`src/rtl/core/epoch_seconds_to_calendar_unit_macros.svh`:
```
// Assertion macros for the epoch seconds to calendar unit.
`ifndef EPOCH_SECONDS_TO_CALENDAR_UNIT_MACROS_SVH
`define EPOCH_SECONDS_TO_CALENDAR_UNIT_MACROS_SVH

// The consequent must hold in the same cycle as the antecedent.
`define ESC_ASSERT_SAME(lbl, ante, cons, msg) \
  lbl: assert property (@(posedge clk) disable iff (!rst_n) (ante) |-> (cons)) \
    else $error(msg);

// The consequent must hold in the cycle after the antecedent.
`define ESC_ASSERT_NEXT(lbl, ante, cons, msg) \
  lbl: assert property (@(posedge clk) disable iff (!rst_n) (ante) |=> (cons)) \
    else $error(msg);

`endif

```
`src/rtl/core/esc_pkg.sv`:
```
package esc_pkg;

  localparam logic [25:0] Recip675      = 26'd50903316;
  localparam int          Recip675Shift = 35;
  localparam logic [15:0] Recip15       = 16'd34953;
  localparam int          Recip15Shift  = 19;
  localparam logic [16:0] Recip1461     = 17'd91868;
  localparam int          Recip1461Shift = 27;
  localparam logic [12:0] Recip7        = 13'd4682;
  localparam int          Recip7Shift   = 15;

  localparam logic [9:0]  SecPerDayDiv128 = 10'd675;
  localparam logic [15:0] DaysTo1970      = 16'd731;
  localparam logic [10:0] DaysPerQuad     = 11'd1461;
  localparam logic [11:0] BaseYear        = 12'd1968;
  localparam logic [3:0]  MonthFeb        = 4'd2;
  localparam int          NumStages       = 11;

  typedef logic [8:0] doy_t;
  typedef logic [3:0] month_idx_t;

  function automatic doy_t month_start(input logic leap, input month_idx_t idx);
    doy_t base;
    base = '0;
    unique case (idx)
      4'd0:    base = 9'd0;
      4'd1:    base = 9'd31;
      4'd2:    base = 9'd59;
      4'd3:    base = 9'd90;
      4'd4:    base = 9'd120;
      4'd5:    base = 9'd151;
      4'd6:    base = 9'd181;
      4'd7:    base = 9'd212;
      4'd8:    base = 9'd243;
      4'd9:    base = 9'd273;
      4'd10:   base = 9'd304;
      4'd11:   base = 9'd334;
      default: base = 9'd0;
    endcase
    if (leap && idx >= 4'd2 && idx <= 4'd11) begin
      base = base + 9'd1;
    end
    return base;
  endfunction

  function automatic logic [2:0] month_shift(input month_idx_t idx);
    logic [2:0] s;
    s = '0;
    unique case (idx)
      4'd0:    s = 3'd0;
      4'd1:    s = 3'd3;
      4'd2:    s = 3'd2;
      4'd3:    s = 3'd5;
      4'd4:    s = 3'd0;
      4'd5:    s = 3'd3;
      4'd6:    s = 3'd5;
      4'd7:    s = 3'd1;
      4'd8:    s = 3'd4;
      4'd9:    s = 3'd6;
      4'd10:   s = 3'd2;
      4'd11:   s = 3'd4;
      default: s = 3'd0;
    endcase
    return s;
  endfunction

endpackage

```
`src/rtl/core/epoch_seconds_to_calendar_unit.sv`:
```
// Converts a 32-bit count of seconds since 1970-01-01 00:00:00, shifted by the
// signed hour offset in cfg_utc_offset_hours (sum wraps modulo 2^32), into
// second, minute, hour, day of month, month, year and weekday (0 is Sunday).
// Every year divisible by four is a leap year, 2100 included. The datapath is
// an eleven-stage pipeline of constant-reciprocal multiplies: one item enters
// per cycle unless the pipeline stalls. When a finished result is held back
// by out_ready, the whole pipeline stalls and in_ready drops. The offset
// register takes effect for items transferred after the write and must only
// be changed while the pipeline is empty.
`include "epoch_seconds_to_calendar_unit_macros.svh"

module epoch_seconds_to_calendar_unit (
  input  logic              clk,
  input  logic              rst_n,
  input  logic              cfg_valid,
  output logic              cfg_ready,
  input  logic signed [4:0] cfg_utc_offset_hours,
  input  logic              in_valid,
  output logic              in_ready,
  input  logic [31:0]       in_epoch_seconds,
  output logic              out_valid,
  input  logic              out_ready,
  output logic [5:0]        out_second_out,
  output logic [5:0]        out_minute_out,
  output logic [4:0]        out_hour_out,
  output logic [4:0]        out_day_of_month,
  output logic [3:0]        out_month_out,
  output logic [11:0]       out_year_out,
  output logic [2:0]        out_weekday
);

  localparam int Last = esc_pkg::NumStages - 1;

  logic signed [4:0]  offset_r;
  logic [Last:0]      v_r;
  logic [Last:0]      v_nxt;
  logic               en;

  logic signed [31:0] off_ext;
  logic [31:0]        off_sec;

  logic [31:0] t1_r, t2_r, t3_r;
  logic [50:0] p2_r;
  logic [15:0] dq3_r;
  logic [25:0] m3_r;
  logic [16:0] secs4_r, secs5_r;
  logic [15:0] d4_r, d5_r;
  logic [30:0] pm5_r;
  logic [32:0] pq5_r;
  logic [10:0] md6_r, md7_r;
  logic [5:0]  sec6_r, sec7_r, sec8_r, sec9_r, sec10_r;
  logic [5:0]  q6_r;
  logic [10:0] r6_r;
  logic [24:0] ph7_r;
  esc_pkg::doy_t doy7_r;
  logic [11:0] year7_r, year8_r, year9_r, year10_r;
  logic        leap7_r;
  logic [4:0]  hour8_r, hour9_r, hour10_r;
  logic [5:0]  min8_r, min9_r, min10_r;
  esc_pkg::month_idx_t midx8_r;
  logic [4:0]  day8_r, day9_r, day10_r;
  logic [3:0]  month9_r, month10_r;
  logic [11:0] s9_r, s10_r;
  logic [24:0] p10_r;

  logic [5:0]  sec_r, min_r;
  logic [4:0]  hour_r, day_r;
  logic [3:0]  month_r;
  logic [11:0] year_r;
  logic [2:0]  wday_r;

  logic [15:0] dq3;
  logic [24:0] rem4_full;
  logic [10:0] rem4;
  logic        fix4;
  logic [9:0]  remc4;
  logic [15:0] days4;
  logic [10:0] md6;
  logic [16:0] md60;
  logic [16:0] sec6_full;
  logic [5:0]  q6;
  logic [15:0] q1461;
  logic [15:0] r6_full;
  logic [10:0] rr7;
  logic [1:0]  yo7;
  esc_pkg::doy_t doy7;
  logic [4:0]  hr8;
  logic [10:0] hr60;
  logic [10:0] min8_full;
  esc_pkg::month_idx_t cnt8;
  esc_pkg::doy_t day8_full;
  logic [11:0] y9;
  logic [11:0] c100;
  logic [11:0] c400;
  logic [11:0] s9;
  logic [11:0] q7x7;
  logic [11:0] w11_full;

  logic        time_ok;
  logic        date_ok;

  assign cfg_ready = 1'b1;
  assign en        = !v_r[Last] || out_ready;
  assign in_ready  = en;
  assign v_nxt     = {v_r[Last-1:0], in_valid};

  always_ff @(posedge clk) begin
    if (!rst_n) begin
      offset_r <= '0;
      v_r      <= '0;
    end else begin
      if (cfg_valid && cfg_ready) begin
        offset_r <= cfg_utc_offset_hours;
      end
      if (en) begin
        v_r <= v_nxt;
      end
    end
  end

  always_comb begin
    off_ext = 32'(offset_r);
    off_sec = 32'(off_ext * 32'sd3600);

    dq3       = p2_r[50:esc_pkg::Recip675Shift];
    rem4_full = t3_r[31:7] - m3_r[24:0];
    rem4      = rem4_full[10:0];
    fix4      = rem4 >= 11'(esc_pkg::SecPerDayDiv128);
    remc4     = fix4 ? 10'(rem4 - 11'(esc_pkg::SecPerDayDiv128)) : rem4[9:0];
    days4     = dq3_r + 16'(fix4);

    md6       = pm5_r[29:esc_pkg::Recip15Shift];
    md60      = 17'(md6) * 17'd60;
    sec6_full = secs5_r - md60;
    q6        = pq5_r[32:esc_pkg::Recip1461Shift];
    q1461     = 16'(q6) * 16'(esc_pkg::DaysPerQuad);
    r6_full   = d5_r - q1461;

    rr7  = r6_r - 11'd366;
    yo7  = 2'd0;
    doy7 = r6_r[8:0];
    if (r6_r >= 11'd366) begin
      if (rr7 >= 11'd730) begin
        yo7  = 2'd3;
        doy7 = 9'(rr7 - 11'd730);
      end else if (rr7 >= 11'd365) begin
        yo7  = 2'd2;
        doy7 = 9'(rr7 - 11'd365);
      end else begin
        yo7  = 2'd1;
        doy7 = rr7[8:0];
      end
    end

    hr8       = ph7_r[23:esc_pkg::Recip15Shift];
    hr60      = 11'(hr8) * 11'd60;
    min8_full = md7_r - hr60;
    cnt8      = '0;
    for (int k = 1; k < 12; k++) begin
      if (doy7_r >= esc_pkg::month_start(leap7_r, 4'(k))) begin
        cnt8 = cnt8 + 4'd1;
      end
    end
    day8_full = doy7_r - esc_pkg::month_start(leap7_r, cnt8) + 9'd1;

    y9   = year8_r - 12'(midx8_r < 4'd2);
    c100 = (y9 >= 12'd2100) ? 12'd21 : ((y9 >= 12'd2000) ? 12'd20 : 12'd19);
    c400 = (y9 >= 12'd2000) ? 12'd5 : 12'd4;
    s9   = y9 + (y9 >> 2) - c100 + c400 + 12'(esc_pkg::month_shift(midx8_r))
           + 12'(day8_r);

    q7x7     = 12'(p10_r[24:esc_pkg::Recip7Shift]) * 12'd7;
    w11_full = s10_r - q7x7;
  end

  always_ff @(posedge clk) begin
    if (en) begin
      t1_r <= in_epoch_seconds + off_sec;

      p2_r <= 51'(t1_r[31:7]) * 51'(esc_pkg::Recip675);
      t2_r <= t1_r;

      dq3_r <= dq3;
      m3_r  <= 26'(dq3) * 26'(esc_pkg::SecPerDayDiv128);
      t3_r  <= t2_r;

      secs4_r <= {remc4, t3_r[6:0]};
      d4_r    <= days4 + esc_pkg::DaysTo1970;

      pm5_r   <= 31'(secs4_r[16:2]) * 31'(esc_pkg::Recip15);
      pq5_r   <= 33'(d4_r) * 33'(esc_pkg::Recip1461);
      secs5_r <= secs4_r;
      d5_r    <= d4_r;

      md6_r  <= md6;
      sec6_r <= sec6_full[5:0];
      q6_r   <= q6;
      r6_r   <= r6_full[10:0];

      ph7_r   <= 25'(md6_r[10:2]) * 25'(esc_pkg::Recip15);
      md7_r   <= md6_r;
      sec7_r  <= sec6_r;
      doy7_r  <= doy7;
      year7_r <= esc_pkg::BaseYear + 12'({q6_r, 2'b00}) + 12'(yo7);
      leap7_r <= yo7 == 2'd0;

      hour8_r <= hr8;
      min8_r  <= min8_full[5:0];
      sec8_r  <= sec7_r;
      midx8_r <= cnt8;
      day8_r  <= day8_full[4:0];
      year8_r <= year7_r;

      s9_r     <= s9;
      month9_r <= midx8_r + 4'd1;
      day9_r   <= day8_r;
      year9_r  <= year8_r;
      hour9_r  <= hour8_r;
      min9_r   <= min8_r;
      sec9_r   <= sec8_r;

      p10_r     <= 25'(s9_r) * 25'(esc_pkg::Recip7);
      s10_r     <= s9_r;
      month10_r <= month9_r;
      day10_r   <= day9_r;
      year10_r  <= year9_r;
      hour10_r  <= hour9_r;
      min10_r   <= min9_r;
      sec10_r   <= sec9_r;

      wday_r  <= w11_full[2:0];
      month_r <= month10_r;
      day_r   <= day10_r;
      year_r  <= year10_r;
      hour_r  <= hour10_r;
      min_r   <= min10_r;
      sec_r   <= sec10_r;
    end
  end

  assign out_valid        = v_r[Last];
  assign out_second_out   = sec_r;
  assign out_minute_out   = min_r;
  assign out_hour_out     = hour_r;
  assign out_day_of_month = day_r;
  assign out_month_out    = month_r;
  assign out_year_out     = year_r;
  assign out_weekday      = wday_r;

  assign time_ok = (out_second_out < 6'd60) && (out_minute_out < 6'd60) &&
                   (out_hour_out < 5'd24);
  assign date_ok = (out_day_of_month != 5'd0) && (out_month_out != 4'd0) &&
                   (out_month_out <= 4'd12) && (out_year_out >= 12'd1970) &&
                   (out_year_out <= 12'd2106) && (out_weekday < 3'd7);

  `ESC_ASSERT_SAME(a_time_range, out_valid, time_ok, "time of day out of range")
  `ESC_ASSERT_SAME(a_date_range, out_valid, date_ok, "date out of range")
  `ESC_ASSERT_SAME(a_feb_len, out_valid && (out_month_out == esc_pkg::MonthFeb), out_day_of_month <= 5'd29, "February day out of range")
  `ESC_ASSERT_NEXT(a_stall_hold, !en, $stable(v_r), "pipeline valid bits moved during a stall")

endmodule
```
`config.mk`:
```
export PLATFORM = sky130hd
export DESIGN_NAME = epoch_seconds_to_calendar_unit
export DESIGN_NICKNAME = d
export VERILOG_FILES = /design/src/rtl/core/esc_pkg.sv /design/src/rtl/core/epoch_seconds_to_calendar_unit.sv
export VERILOG_INCLUDE_DIRS = /design/src /design/src/rtl/core
export SDC_FILE = /design/constraint.sdc
export NUM_CORES = 2
export LEC_CHECK = 0
export BUFFER_PORTS_ARGS = -buffer_cell sky130_fd_sc_hd__buf_2
export CAP_MARGIN = 15
export CORE_AREA = 4 4 335 337
export DETAILED_ROUTE_END_ITERATION = 16
export DIE_AREA = 0 0 339 341
export PLACE_DENSITY = 0.5
export SYNTH_ARGS = -nofsm -noshare
export SYNTH_HDL_FRONTEND = slang
export SYNTH_SLANG_ARGS = --single-unit
```
`constraint.sdc`:
```
create_clock -name clk -period 15.7 [get_ports clk]
set_clock_uncertainty 0.2 [all_clocks]
set_input_delay 0.785 -clock clk [delete_from_list [all_inputs] [get_ports clk]]
set_output_delay 0.785 -clock clk [all_outputs]
set_load 0.005 [all_outputs]
```
[After elaboration in Yosys (flattened, before gate mapping)]
Memory sizes are Yosys's and may differ from the RTL's. A register that Yosys moved wholly into a read port is not among the register bits.
Cells that the tools add are included.
Word-level totals
  register bits after elaboration: 557
  ROM bits: 192
  word-level logic and storage cells: 157
  memories: 2
Memory list
  (name not given): depth 16, width 9, read ports 1, clocked after Yosys merged registers in 0, write ports 0, line esc_pkg.sv:25  | unique case (idx)
  (name not given): depth 16, width 3, read ports 1, clocked after Yosys merged registers in 1, write ports 0, line esc_pkg.sv:49  | unique case (idx)
Operators by class
  add/subtract/negate cells: 34
  multipliers: 11
  $lt $le $gt $ge: 20
  muxes and demuxes: 33
  reduce and logical (&&, ||, !) cells: 5
Operator list (number)
  multiplier 25 x 24 -> 49 bit, second input constant: 1
  2-to-1 mux 4 bit: 12
  adder 4 x 1 -> 4 bit, second input constant: 11
  greater-or-equal comparator 9 x 8 -> 1 bit: 4
  adder 32 bit: 1
  multiplier 16 x 15 -> 31 bit, second input constant: 1
  multiplier 15 x 16 -> 30 bit, second input constant: 1
  greater-or-equal comparator 9 bit: 3
  2-to-1 mux 9 bit: 3
  adder 12 x 3 -> 12 bit: 2
  multiplier 12 x 12 -> 24 bit, second input constant: 1
  multiplier 9 x 16 -> 24 bit, second input constant: 1
  greater-or-equal comparator 11 x 10 -> 1 bit, second input constant: 2
  greater-or-equal comparator 11 x 9 -> 1 bit, second input constant: 2
  subtractor 11 bit: 2
  greater-or-equal comparator 9 x 7 -> 1 bit: 2
  adder 16 x 1 -> 16 bit: 1
  adder 16 x 10 -> 16 bit, second input constant: 1
  multiplier 16 x 10 -> 11 bit, second input constant: 1
  multiplier 5 x 9 -> 14 bit, second input constant: 1
  adder 11 x 8 -> 12 bit, first input constant: 1
  adder 12 x 10 -> 12 bit: 1
  adder 12 x 2 -> 12 bit: 1
  adder 12 x 5 -> 12 bit: 1
  other kinds (30): 46

[Logic depth before layout (Yosys ltp)]
  depth in word-level cells: 28
  depth in mapped cells: 46

[Worst setup path before layout]
Ideal clock, no wire load.
  path kind: input-to-reg
  start point: in out_ready
  end point: reg d4_r[0] (enable)
  setup time: 0.947 ns
  arrival: 12.455 ns
  data required time: 14.553 ns
  path slack: 2.098 ns
  stages: 3
  buffers on the path: 1
  path through: nor2b_1 clkinv_1 clkbuf_1
On the way
  cells in the longest elaborated chain, start to end: 1
RTL lines
  start: declaration: line epoch_seconds_to_calendar_unit.sv:22  | input logic out_ready,
  logical OR 1 bit: line epoch_seconds_to_calendar_unit.sv:103  | assign en = !v_r[Last] || out_ready;
  net in_ready: line epoch_seconds_to_calendar_unit.sv:19  | output logic in_ready,
  end signal: assignment: line epoch_seconds_to_calendar_unit.sv:188  | d4_r <= days4 + esc_pkg::DaysTo1970;
  end: declaration: line epoch_seconds_to_calendar_unit.sv:47  | logic [15:0] d4_r, d5_r;
The timed path passes the listed nets, and every way through them passes these cells.
A chain may end at the register's enable or synchronous reset.

[Final worst setup path]
  start point: reg leap7_r
  end point: reg day8_r[4] (data pin)
On the way
  cells in the longest elaborated chain, start to end: 27
  elaborated cells on any way between the ends: 48
RTL lines
  start: declaration: line epoch_seconds_to_calendar_unit.sv:57  | logic leap7_r;
  start signal: assignment: line epoch_seconds_to_calendar_unit.sv:205  | leap7_r <= yo7 == 2'd0;
  2-to-1 mux 3 bit: line esc_pkg.sv:40  | if (leap && idx >= 4'd2 && idx <= 4'd11) begin
  greater-or-equal comparator 9 x 6 -> 1 bit: line epoch_seconds_to_calendar_unit.sv:160  | if (doy7_r >= esc_pkg::month_start(leap7_r, 4'(k))) begin
  2-to-1 mux 4 bit: line epoch_seconds_to_calendar_unit.sv:160
  adder 4 x 1 -> 4 bit: line epoch_seconds_to_calendar_unit.sv:161  | cnt8 = cnt8 + 4'd1;
  2-to-1 mux 4 bit: line epoch_seconds_to_calendar_unit.sv:160
  adder 4 x 1 -> 4 bit: line epoch_seconds_to_calendar_unit.sv:161
  2-to-1 mux 4 bit: line epoch_seconds_to_calendar_unit.sv:160
  adder 4 x 1 -> 4 bit: line epoch_seconds_to_calendar_unit.sv:161
  [... 11 more ...]
  adder 4 x 1 -> 4 bit: line epoch_seconds_to_calendar_unit.sv:161
  2-to-1 mux 4 bit *: line epoch_seconds_to_calendar_unit.sv:160
  net cnt8[1]: line epoch_seconds_to_calendar_unit.sv:90  | esc_pkg::month_idx_t cnt8;
  parallel branches: the longest is 3 deep, another holds memory read (16 x 9 bit)
  2-to-1 mux 5 bit *: line esc_pkg.sv:40
  subtractor 5 bit *: line epoch_seconds_to_calendar_unit.sv:164  | day8_full = doy7_r - esc_pkg::month_start(leap7_r, cnt8) + 9'd1;
  adder 5 x 1 -> 5 bit *: line epoch_seconds_to_calendar_unit.sv:164
  net day8_full[4]: line epoch_seconds_to_calendar_unit.sv:91  | esc_pkg::doy_t day8_full;
  end signal: assignment: line epoch_seconds_to_calendar_unit.sv:211  | day8_r <= day8_full[4:0];
  end: declaration: line epoch_seconds_to_calendar_unit.sv:61  | logic [4:0] day8_r, day9_r, day10_r;
Mark *: on every way through the listed nets, which the timed path passes.

==> out/qor.csv <==
stage,metric,value,unit
clocking,tritoncts,done,
sta,fmax,0.0957,GHz
die,io-pin-count,86,
logic_synthesis,synth-edff-count,418,
logic_synthesis,mappedNetlistNets,4466,
routing,routedWlPerCell,14.2,um
clocking,h-tree-depth,2,
sta,slew_viol_final,0,
sta,rsz0062_at_grt,false,
setup_path,cp.arrival,10.63,ns
layout,layout-drive-gt1-share,0.0644,
clocking,post_cts_buffers,0,
sta,whs,0.118,ns
routing,ant_nets,0,
clocking,cts_resized,0,
die,start_util,0.359,
grt,grt_overflow,0,
die,die_area,116000,um2
placement,port-buffer-count,84,
die,coreArea,109000,um2
setup_path,cp-end-kind,flip-flop,
layout,area_delta_synth_final,10.2,%
setup_path,worstPathMaxFanout,11,
logic_synthesis,syn_area_per_cell,11.9,um2
routing,drc_errors,0,
die,std_cell_rows,121,
setup_path,criticalPathCategory,flip-flop to flip-flop,
die,die_w,339,um
routing,vias_per_cell,4.59,
clocking,clkLatencyLatePin,0.63,ns
routing,routed_wl,69.4,mm
logic_synthesis,postSynth.asyncResetShare,0,
logic_synthesis,synth_cell_type_count,86,
sta,period_needed,10.44,ns
sta,slew_headroom,0.281,
layout,fin_area,43100,um2
setup_path,critPathMaxStageDelay,0.56,ns
sta,finalHoldViolCount,0,
sta,finalSetupViolCount,0,
layout,finalNetCount,4590,
hold_path,hold_path_class,input port to flip-flop,
logic_synthesis,synth_warnings,0,
grt,grt_pass1_wl,119,mm
layout,fin_cells,4878,
placement,gp_routability_congestion,0.807,
clocking,cts_sinks,437,
die,chipHeight,341,um
logic_synthesis,syn_inst,3296,
layout,antennaDiodeCount,0,
routing,num_vias,22400,
setup_path,required,15.88,ns
grt,antenna_found_initial,0,
setup_path,path_common_cell,ha_1,
placement,dp.cells,4779,
grt,grt_pass1_vias,23700,
setup_path,cp_slowest_cell,mux2i_1,
setup_path,start_kind,flip-flop,
sta,finalCritPeriodShare,0.665,
outcome,status,completed,
logic_synthesis,yosysSeqAreaShare,0.331,
sta,worst_slew_pin_slew,1.08,ns
clocking,cts_made_buffers,53,
placement,dpl_cell_area,41200,um2
placement,dpl.hpwl,54.4,mm
grt,track_usage,0.125,
logic_synthesis,netlist_area,39100,um2
clocking,clkTransAtPathRegs,0.06,ns
clocking,clockBufferDepth,3,
run,max_cap_viol_count,0,
logic_synthesis,synth_ff_type,edfxtp_1,
routing,dr.pass1.iters,5,
routing,dr.first_iter.drc_count,873,
clocking,ctsHoldBuffers,0,
logic_synthesis,ys_ff_latch,437,
clocking,cts_root_buf,clkbuf_16,
grt,grt_max_degree,180,
sta,finalSetupTns,0,ns
layout,nFillCells,10500,
[critical path: cells and delay by family, from the launching register on]
kind / cells / cell delay, ns
fa+ha+maj: 10 / 3.12
mux: 4 / 1.28
xor+xnor: 6 / 1.01
simple gates: 6 / 0.92
flops: 1 / 0.48
compound gates: 11 / 2.19
buf+inv: 7 / 0.98
[cell usage after synthesis (all sizes together), types with 9 or more instances]
cell type,instances,area share
o21a,17,0.0033
nor4,14,0.0022
o21ai,77,0.0099
a211oi,9,0.0017
edfxtp,418,0.32
mux2i,20,0.0051
nand3,31,0.0040
nor3,31,0.0040
and2,14,0.0023
and3,10,0.0017
xnor2,167,0.038
nand2b,19,0.0030
o211ai,9,0.0019
a21oi,120,0.015
or2,9,0.0014
xor2,59,0.014
nand4,11,0.0018
a21o,47,0.0090
clkbuf,12,0.0012
a21boi,18,0.0035
o21bai,24,0.0046
nand2,114,0.011
nor2,87,0.0085
ha,788,0.25
dfxtp,19,0.0097
fa,340,0.17
inv,684,0.066
buf,9,0.0017
nor2b,21,0.0034
[final cells by class]
type,count,area (um2),area share
clock inverters,42,515,0.0120
inverters,685,2580,0.0599
clock buffers,57,1340,0.0311
flip-flops and latches,437,12900,0.300
well taps,1414,1770,0.0411
repair buffers,90,478,0.0111
multi-input cells,2153,23500,0.545
[path summary, 6_finish.rpt]
check	cells after the start	to	start	slack (ns)
min	1	t1_r[3]$_DFFE_PN_	in_epoch_seconds[3]	0.12
max	44	day8_r[4]$_DFFE_PN_	leap7_r$_DFFE_PN_	5.26
min reg2reg	0	sec7_r[2]$_DFFE_PN_	sec6_r[2]$_DFFE_PN_	0.21
max reg2reg	44	day8_r[4]$_DFFE_PN_	leap7_r$_DFFE_PN_	5.26
[kinds of logic (layout without fill, tap and decap cells)]
kind of cell               after synthesis  after routing  synth area share
adders and majority gates             1128           1128             0.427
buffers and inverters                  706            874            0.0687
DFF                                    437            437             0.331
AOI/OAI and AO/OA                      388            388            0.0655
and+or+nand+nor                        381            381            0.0480
xor gates and xnor gates               229            229            0.0534
muxes                                   26             26           0.00685
other                                    1              1         0.0000960
[sequential cells by signal (all words and copies together) (netlist names), 12 cells and up, named ones only]
signal	cells
t1_r	32
t2_r	18
t3_r	18
secs4_r	17
d4_r	16
dq3_r	16
p2_r	16
s9_r	12
[layout by cell type (no fill, tap or decap), types with 57 or more instances in the layout]
cell type and count:
ha_1 788, inv_1 684, edfxtp_1 418, fa_1 340, xnor2_1 164, a21oi_1 119
nand2_1 114, nor2_1 85, buf_2 84, o21ai_0 73, xor2_1 57
[through the flow]
| stage | util | worst slack (ns) |
|---|---|---|
| after global routing | 0.396 | 4.31 |
| final | 0.396 | 5.26 |
| after global placement | 0.379 | 5.23 |
| after floorplan | - | 2.10 |
| after detailed placement | 0.379 | 5.23 |
| after CTS | 0.396 | 5.19 |
[per-layer routing]
layer / GRT usage / routed length [um] / vias to the layer above
met2: 0.216 / 33400 / 180
met5: 0 / 0 / -
li1: - / - / 11400
met4: 0.0264 / 1260 / 0
met3: 0.0186 / 1880 / 78
met1: 0.165 / 32800 / 10700
Power is not shown: default switching activity piles up to over one toggle a cycle in this logic, so the estimate is an artifact.
